File: src/hdl/pod_pkg.sv
`default_nettype none
package pod_pkg;

	localparam int MAX_CELLS = 32;
	localparam int DEF_PALETTE_DEPTH = 32;
	localparam logic [5:0] PALETTE_SIZE_RESET = 6'd32;

	// Squared channel weights of the nearest-entry search.
	localparam logic [11:0] W2_GREEN = 12'd3481;
	localparam logic [11:0] W2_RED = 12'd900;
	localparam logic [11:0] W2_BLUE = 12'd121;
	localparam logic [11:0] W2_ALPHA = 12'd64;

	// Weights of the threshold distance.
	localparam logic [12:0] K_RED = 13'd2126;
	localparam logic [12:0] K_GREEN = 13'd7152;
	localparam logic [12:0] K_BLUE = 13'd722;
	localparam logic [14:0] K_ALPHA = 15'd20000;

	localparam logic [5:0] BAYER [64] = '{
		6'd0,  6'd32, 6'd8,  6'd40, 6'd2,  6'd34, 6'd10, 6'd42,
		6'd48, 6'd16, 6'd56, 6'd24, 6'd50, 6'd18, 6'd58, 6'd26,
		6'd12, 6'd44, 6'd4,  6'd36, 6'd14, 6'd46, 6'd6,  6'd38,
		6'd60, 6'd28, 6'd52, 6'd20, 6'd62, 6'd30, 6'd54, 6'd22,
		6'd3,  6'd35, 6'd11, 6'd43, 6'd1,  6'd33, 6'd9,  6'd41,
		6'd51, 6'd19, 6'd59, 6'd27, 6'd49, 6'd17, 6'd57, 6'd25,
		6'd15, 6'd47, 6'd7,  6'd39, 6'd13, 6'd45, 6'd5,  6'd37,
		6'd63, 6'd31, 6'd55, 6'd23, 6'd61, 6'd29, 6'd53, 6'd21
	};

	// One item as it travels through both search chains.
	typedef struct packed {
		logic        op;
		logic [4:0]  widx;
		logic [23:0] wcol;
		logic [7:0]  pr;
		logic [7:0]  pg;
		logic [7:0]  pb;
		logic [7:0]  pa;
		logic [2:0]  xp;
		logic [2:0]  yp;
		logic [7:0]  sr;
		logic [7:0]  sg;
		logic [7:0]  sb;
		logic [22:0] sat;
		logic [4:0]  best;
		logic [22:0] low;
		logic [23:0] bcol;
		logic [23:0] c0;
		logic [4:0]  best1;
		logic [23:0] col1;
	} item_t;

	function automatic logic [7:0] absdiff8(input logic [7:0] a, input logic [7:0] b);
		return (a > b) ? a - b : b - a;
	endfunction

	function automatic logic [22:0] wsq(input logic [4:0] a, input logic [4:0] b,
			input logic [11:0] w2);
		logic [4:0] d;
		logic [9:0] sq;
		d = (a > b) ? a - b : b - a;
		sq = 10'(d * d);
		return 23'(sq * w2);
	endfunction

	// Alpha term of the search; every searched entry is opaque.
	function automatic logic [22:0] alpha_term(input logic [7:0] a);
		return wsq(5'd31, a[7:3], W2_ALPHA);
	endfunction

	function automatic logic [7:0] reflect(input logic [7:0] p, input logic [7:0] e);
		logic signed [10:0] v;
		logic [10:0] m;
		v = $signed({2'b00, p, 1'b0}) - $signed({3'b000, e});
		m = (v < 0) ? 11'(-v) : 11'(v);
		return (m > 11'd255) ? 8'd255 : m[7:0];
	endfunction

endpackage
`default_nettype wire

File: src/hdl/pod_cell.sv
`default_nettype none
module pod_cell #(
	parameter int IDX = 1
) (
	input  wire logic          clk,
	input  wire logic          arst_n,
	input  wire logic          adv,
	input  wire logic [5:0]    lim,
	input  wire logic          vin,
	input  wire pod_pkg::item_t din,
	output logic               vout,
	output pod_pkg::item_t     dout
);

	logic [23:0] pal_q;
	pod_pkg::item_t nxt;
	logic [22:0] s;

	// Palette writes travel with the stream, so each pixel sees the palette
	// exactly as it stood when the pixel entered.
	always_ff @(posedge clk) begin
		if (adv && vin && !din.op && din.widx == 5'(IDX)) begin
			pal_q <= din.wcol;
		end
	end

	assign s = pod_pkg::wsq(pal_q[15:11], din.sg[7:3], pod_pkg::W2_GREEN)
		+ pod_pkg::wsq(pal_q[23:19], din.sr[7:3], pod_pkg::W2_RED)
		+ pod_pkg::wsq(pal_q[7:3], din.sb[7:3], pod_pkg::W2_BLUE)
		+ din.sat;

	generate
		if (IDX == 0) begin : g_head
			always_comb begin
				nxt = din;
				nxt.c0 = pal_q;
				nxt.bcol = pal_q;
				nxt.best = '0;
				nxt.low = '1;
			end
		end else begin : g_search
			always_comb begin
				nxt = din;
				if (din.op && din.pa != 8'd0 && 6'(IDX) < lim && s < din.low) begin
					nxt.best = 5'(IDX);
					nxt.low = s;
					nxt.bcol = pal_q;
				end
			end
		end
	endgenerate

	always_ff @(posedge clk or negedge arst_n) begin
		if (!arst_n) begin
			vout <= 1'b0;
		end else if (adv) begin
			vout <= vin;
		end
	end

	always_ff @(posedge clk) begin
		if (adv) begin
			dout <= nxt;
		end
	end

endmodule
`default_nettype wire

File: config.mk
export PLATFORM = sky130hd
export DESIGN_NAME = pod_cell
export DESIGN_NICKNAME = d
export VERILOG_FILES = /design/src/hdl/pod_pkg.sv /design/src/hdl/pod_cell.sv
export SDC_FILE = /design/constraint.sdc
export NUM_CORES = 1
export LEC_CHECK = 0
export BUFFER_PORTS_ARGS = -buffer_cell sky130_fd_sc_hd__buf_2
export CORE_UTILIZATION = 30
export CTS_BUF_LIST = sky130_fd_sc_hd__clkbuf_4 sky130_fd_sc_hd__clkbuf_8
export DETAILED_ROUTE_END_ITERATION = 10
export SYNTH_ARGS = -nofsm -noshare
export SYNTH_HDL_FRONTEND = slang
export SYNTH_SLANG_ARGS = --single-unit
File: constraint.sdc
create_clock -name clk -period 13 [get_ports clk]
set_input_delay 0.65 -clock clk [delete_from_list [all_inputs] [get_ports clk]]
set_output_delay 0.65 -clock clk [all_outputs]
set_load 0.05 [all_outputs]
==> results_dict.tcl, run 1 <==
set metrics [dict create \
    outcome "finished clean" \
    cts_root_buf "clkbuf_8" \
    numCtsBuffers 43 \
    grt_max_degree 63 \
    die_h_um 238 \
    path_max_fanout 11 \
    dp_hpwl_um 35900 \
    fin_crit_ns 12.40 \
    h-tree-depth 2 \
    io_buffers 449 \
    gr-total-overflow 0 \
    finClkSkew_ns 0.0366 \
    synth_top_cell_by_area "edfxtp_1" \
    fillCellCount 5336 \
    synth.area.top_cells "edfxtp_1 44%, ha_1 16%, fa_1 15%" \
    ys.flop_type "edfxtp_1" \
    hold_path.class "input pin to register" \
    antenna_found_initial 6 \
    fmax_mhz 80.6 \
    maxSlewHeadroom_pct 42.8 \
    ant_nets 0 \
    drc 0 \
    via_per_inst 4.37 \
    grt_pass1_wl_um 64200 \
    synth_edf_count 244 \
    dp.cells 2606 \
    cts_sinks 245 \
    synth-seq-cells 245 \
    vias 11800 \
    slowest_delay_ns 0.54 \
    critPathKind "register to register" \
    die_w_um 238 \
    initial_core_util_pct 30.4 \
    synth.most_common_cell "inv_1" \
    hold_violations 0 \
    yosys_warnings 0 \
    initialDrtViolationCount 422 \
    design.core.area_mm2 0.0551 \
    rows 86 \
    post_drt_wl_per_cell_um 16.5 \
    place_congestion 0.847 \
    fin_nets 2492 \
    synth_area_mm2 0.0167 \
    wl_um 44500 \
    firstDrtPassIters 4 \
    cts_buffer_depth 3 \
    async_flop_share_pct 0.408 \
    die_area_mm2 0.0568 \
    period_share_pct 95.4 \
    avgSynthCellArea_um2 12.6 \
    first_global_vias 12100 \
    area_delta_synth_final_pct 30.8 \
    syn_inst 1328 \
    netlist.area_leader.share_pct 43.8 \
    grtUsageTotal_pct 14.6 \
    clk_pin_slew_worst_paths_ns 0.06 \
    cp_common_cell "fa_1" \
    drv_cap 0 \
    finalSetupViolations 0 \
    cp.required_ns 13.33 \
    final_cells 2698 \
    worstPathArrival_ns 12.73 \
    worstSkewPairLatency_ns 0.61 \
    layout-drive-gt1-share_pct 36.4 \
    ys_seq_area_share_pct 43.9 \
    slew_violations 0 \
    synth.distinct_cells 78 \
    cpMaxStageDelayCell "fa_1" \
    startpoint_type "register" \
    regArea_mm2 0.00735 \
    fin_hold_ws_ns 0.227 \
    worst_pin_slew_ns 0.859 \
    io_pins 451 \
    endpoint_kind "register" \
    cts_tree "built" \
    yosys-top-cells-count "267 x inv_1, 244 x edfxtp_1, 219 x ha_1" \
    multi_input_area_mm2 0.00858 \
]
layer usage:
metal  wire length, um  GRT usage, %
met5                27             0
met2             22900          26.5
met4               930          4.90
met3              2640          3.09
met1             18000          17.0
sequential cells by signal (all words and copies together), names as in the netlist:
register  flops
dout        220
pal_q        24
vout          1
final timing paths:
check	start	end	slack, ns	cells after the start
max	pal_q[21]$_DFFE_PP_	dout[66]$_DFFE_PP_	0.60	51
min reg2reg	vout$_DFFE_PN0P_	vout$_DFFE_PN0P_	0.50	1
max reg2reg	pal_q[21]$_DFFE_PP_	dout[66]$_DFFE_PP_	0.60	51
min	din[197]	dout[197]$_DFFE_PP_	0.23	1
max in group asynchronous	arst_n	vout$_DFFE_PN0P_	12.56	2
min in group asynchronous	arst_n	vout$_DFFE_PN0P_	0.36	2
critical path, delay by kind of cell (launching register included):
family / cells / cell delay [ns]
XOR/XNOR: 4 / 0.71
buffers and inverters: 9 / 0.98
AO/OA/AOI/OAI: 15 / 2.01
AND/OR/NAND/NOR: 7 / 1.40
flip-flops: 1 / 0.39
adder cells (fa/ha/maj): 16 / 6.61
stage by stage:
| step | setup WS (ns) | util [%] | setup TNS [ns] | instance area, um^2 |
|---|---|---|---|---|
| after floorplan | 0.0173 | - | 0 | 16800 |
| after detailed placement | -0.330 | 37.4 | -12.14 | 20600 |
| after global routing | -0.0152 | 39.8 | -0.102 | 21900 |
| final | 0.595 | 39.8 | 0 | 21900 |
| after global placement | -0.239 | 37.4 | -7.76 | 20600 |
| after CTS | 0.0128 | 39.0 | 0 | 21500 |
layout make-up:
class	instances	share of cell area [%]
multi-input cells	805	39.2
well taps	748	4.27
repair buffers	556	14.4
diodes	4	0.0457
flip-flops and latches	245	33.6
clock inverters	17	0.806
clock buffers	56	3.15
inverters	267	4.58
logic make-up after synthesis:
group / after synthesis / synth area share (%)
adders and majority gates: 345 / 31.4
buffers and inverters: 280 / 6.31
DFF: 245 / 43.9
and+or+nand+nor: 177 / 5.29
AOI/OAI and AO/OA: 174 / 6.83
xor gates and xnor gates: 60 / 3.26
muxes: 46 / 3.02
other: 1 / 0.0224
timing repair:
| action | 4_1_cts | 5_1_grt |
|---|---|---|
| setup buffers | 0 | 9 |
| hold endpoints to repair | 1 | 0 |
| setup endpoints to repair | 0 | 52 |
| gates resized for setup | 0 | 46 |
| hold buffers | 1 | 0 |
placed cells by master (no fill, tap or decap), types with 7 or more instances in the layout:
master    instances
nand2_1          48
edfxtp_1        244
inv_1           267
o21ai_1           7
and2_1            8
a21o_1           30
mux2i_1           8
a21oi_2           8
ha_1            212
mux2_2           36
buf_2           448
o21bai_1         11
nand2b_1          8
nand4_1           7
fa_1            125
clkinv_1          8
xnor2_1          31
a21oi_1          39
o21a_1            9
nor2b_1          11
nor2_1           48
clkbuf_4         13
clkbuf_8         43
o21ai_0          27
xor2_1           24
nand3_1           7
buf_4            98
Power of run 1 is left out: the tool's default activity adds up to more than one toggle a clock period on the data nets, which glitch-free logic cannot reach.
==> run 2: changes to the inputs <==
--- a/config.mk
+++ b/config.mk
@@ -7,7 +7,7 @@
 export LEC_CHECK = 0
 export BUFFER_PORTS_ARGS = -buffer_cell sky130_fd_sc_hd__buf_2
 export CORE_UTILIZATION = 30
-export CTS_BUF_LIST = sky130_fd_sc_hd__clkbuf_4 sky130_fd_sc_hd__clkbuf_8
+export CTS_BUF_LIST = sky130_fd_sc_hd__clkbuf_8
 export DETAILED_ROUTE_END_ITERATION = 10
 export SYNTH_ARGS = -nofsm -noshare
 export SYNTH_HDL_FRONTEND = slang
==> run 2 against run 1 <==
  * Flip-flop and latch count stayed put
  * Register-to-register slack about the same
  * Setup slack got worse by 0.0049 ns
  * Via count grew 0.31%
  * Non-clock buffer count stayed put
  * First-iteration DRC count decreased by 4.0%
  * Design area shrank 0.21%
  * Die area unchanged
  * Worst hold slack improved by 0.00084 ns
  * Sequential share of layout area rose by 0.071 points
==> results_dict.tcl, run 2 (synthesis results as in run 1) <==
set metrics [dict create \
    final_cell_mix "448 x buf_2, 280 x inv_1, 244 x edfxtp_1, 212 x ha_1, 125 x fa_1" \
    ant_nets 0 \
    top_regs "dout: 220 flops, pal_q: 24 flops, vout: 1 flops" \
    drv_cap 0 \
    cp.required_ns 13.33 \
    worstSkewPairLatency_ns 0.61 \
    gr-total-overflow 0 \
    fin_hold_ws_ns 0.228 \
    fmax_mhz 80.6 \
    critPathKind "register to register" \
    dp.cells 2606 \
    cpMaxStageDelayCell "fa_1" \
    final_cells 2698 \
    endpoint_kind "register" \
    first_global_vias 12100 \
    drc 0 \
    wl_um 44500 \
    grtUsageTotal_pct 14.6 \
    cts_buffer_depth 3 \
    vias 11800 \
    firstDrtPassIters 4 \
    layout_setup_ws_ns 0.590 \
    cts_tree "built" \
    hold_violations 0 \
    grt_max_degree 63 \
    path_max_fanout 5 \
    numCtsBuffers 43 \
    io_pins 451 \
    hold_path.class "input pin to register" \
    crit_start "pal_q[21]$_DFFE_PP_" \
    via_per_inst 4.39 \
    grt_pass1_wl_um 64200 \
    antenna_found_initial 6 \
    die_w_um 238 \
    die_h_um 238 \
    initialDrtViolationCount 405 \
    finClkSkew_ns 0.0377 \
    largest_reg_flops 220 \
    min_from "din[197]" \
    worst_pin_slew_ns 0.861 \
    final_common_cell "buf_2" \
    startpoint_type "register" \
    layout-drive-gt1-share_pct 35.8 \
    post-place-ws_ns -0.330 \
    slew_violations 0 \
    area_delta_synth_final_pct 30.5 \
    worstPathArrival_ns 12.74 \
    period_share_pct 95.5 \
    fin_util_pct 39.7 \
    initial_core_util_pct 30.4 \
    cts_root_buf "clkbuf_8" \
    dp_hpwl_um 35900 \
    place_congestion 0.847 \
    rows 86 \
    post_drt_wl_per_cell_um 16.5 \
    h-tree-depth 2 \
    slowest_delay_ns 0.54 \
    fin_crit_ns 12.41 \
    clk_pin_slew_worst_paths_ns 0.06 \
    r2r-start "pal_q[21]$_DFFE_PP_" \
    fin_nets 2492 \
    top_register "dout" \
    cts_sinks 245 \
    finalSetupViolations 0 \
    outcome "finished clean" \
    design.core.area_mm2 0.0551 \
    maxSlewHeadroom_pct 42.6 \
    die_area_mm2 0.0568 \
    io_buffers 449 \
]
run 2: cell types whose count changed in the layout (fill, tap and decap cells not counted):
| cell | delta |
|---|---|
| or2_1 | -1 |
| or2_4 | +1 |
| inv_1 | +13 |
| clkbuf_4 | -13 |
run 2: final timing paths:
check,end,cells past startpoint,slack [ns]
worst max-delay path,dout[80]$_DFFE_PP_,47,0.59
worst min-delay path,dout[197]$_DFFE_PP_,1,0.23
worst max register to register,dout[80]$_DFFE_PP_,47,0.59
worst min register to register,vout$_DFFE_PN0P_,1,0.50
max in group asynchronous,vout$_DFFE_PN0P_,2,12.56
min in group asynchronous,vout$_DFFE_PN0P_,2,0.36
run 2: cell type report:
| cell class | instances | area (um^2) |
|---|---|---|
| inverter | 267 | 1000 |
| clock buffer | 43 | 592 |
| sequential | 245 | 7350 |
| antenna | 4 | 10.0 |
| multi-input combinational | 805 | 8580 |
| clock inverter | 30 | 225 |
| tap | 748 | 936 |
| timing repair buffer | 556 | 3160 |
| fill | 5347 | 33200 |
run 2: what timing repair did:
| item | 4_1_cts | 5_1_grt |
|---|---|---|
| gates resized for setup | 0 | 47 |
| endpoints found under the setup margin | 0 | 52 |
| setup buffers | 0 | 9 |
| hold endpoints to repair | 1 | 0 |
| hold buffers | 1 | 0 |
run 2: metrics by stage:
stage	setup TNS, ns	cell area, um^2
6_report	0	21900
5_1_grt	-0.0934	21900
4_1_cts	0	21400
3_5_place_dp	-12.14	20600
3_3_place_gp	-7.76	20600
2_1_floorplan	0	16800
run 2: layer usage:
layer  track usage, %  routed length [um]
met4             4.90                 930
met1             17.0               18000
met5                0                  27
met2             26.5               22800
met3             3.09                2700
run 2: critical path: cells and delay by family, from the launching register on:
family / cells / cell delay (ns)
AO/OA/AOI/OAI: 11 / 1.52
XOR/XNOR: 3 / 0.52
adder cells (fa/ha/maj): 16 / 6.36
buffers and inverters: 9 / 0.90
flip-flops: 1 / 0.39
multiplexers: 2 / 0.54
AND/OR/NAND/NOR: 6 / 1.87
Power of run 2 is left out for the same reason.
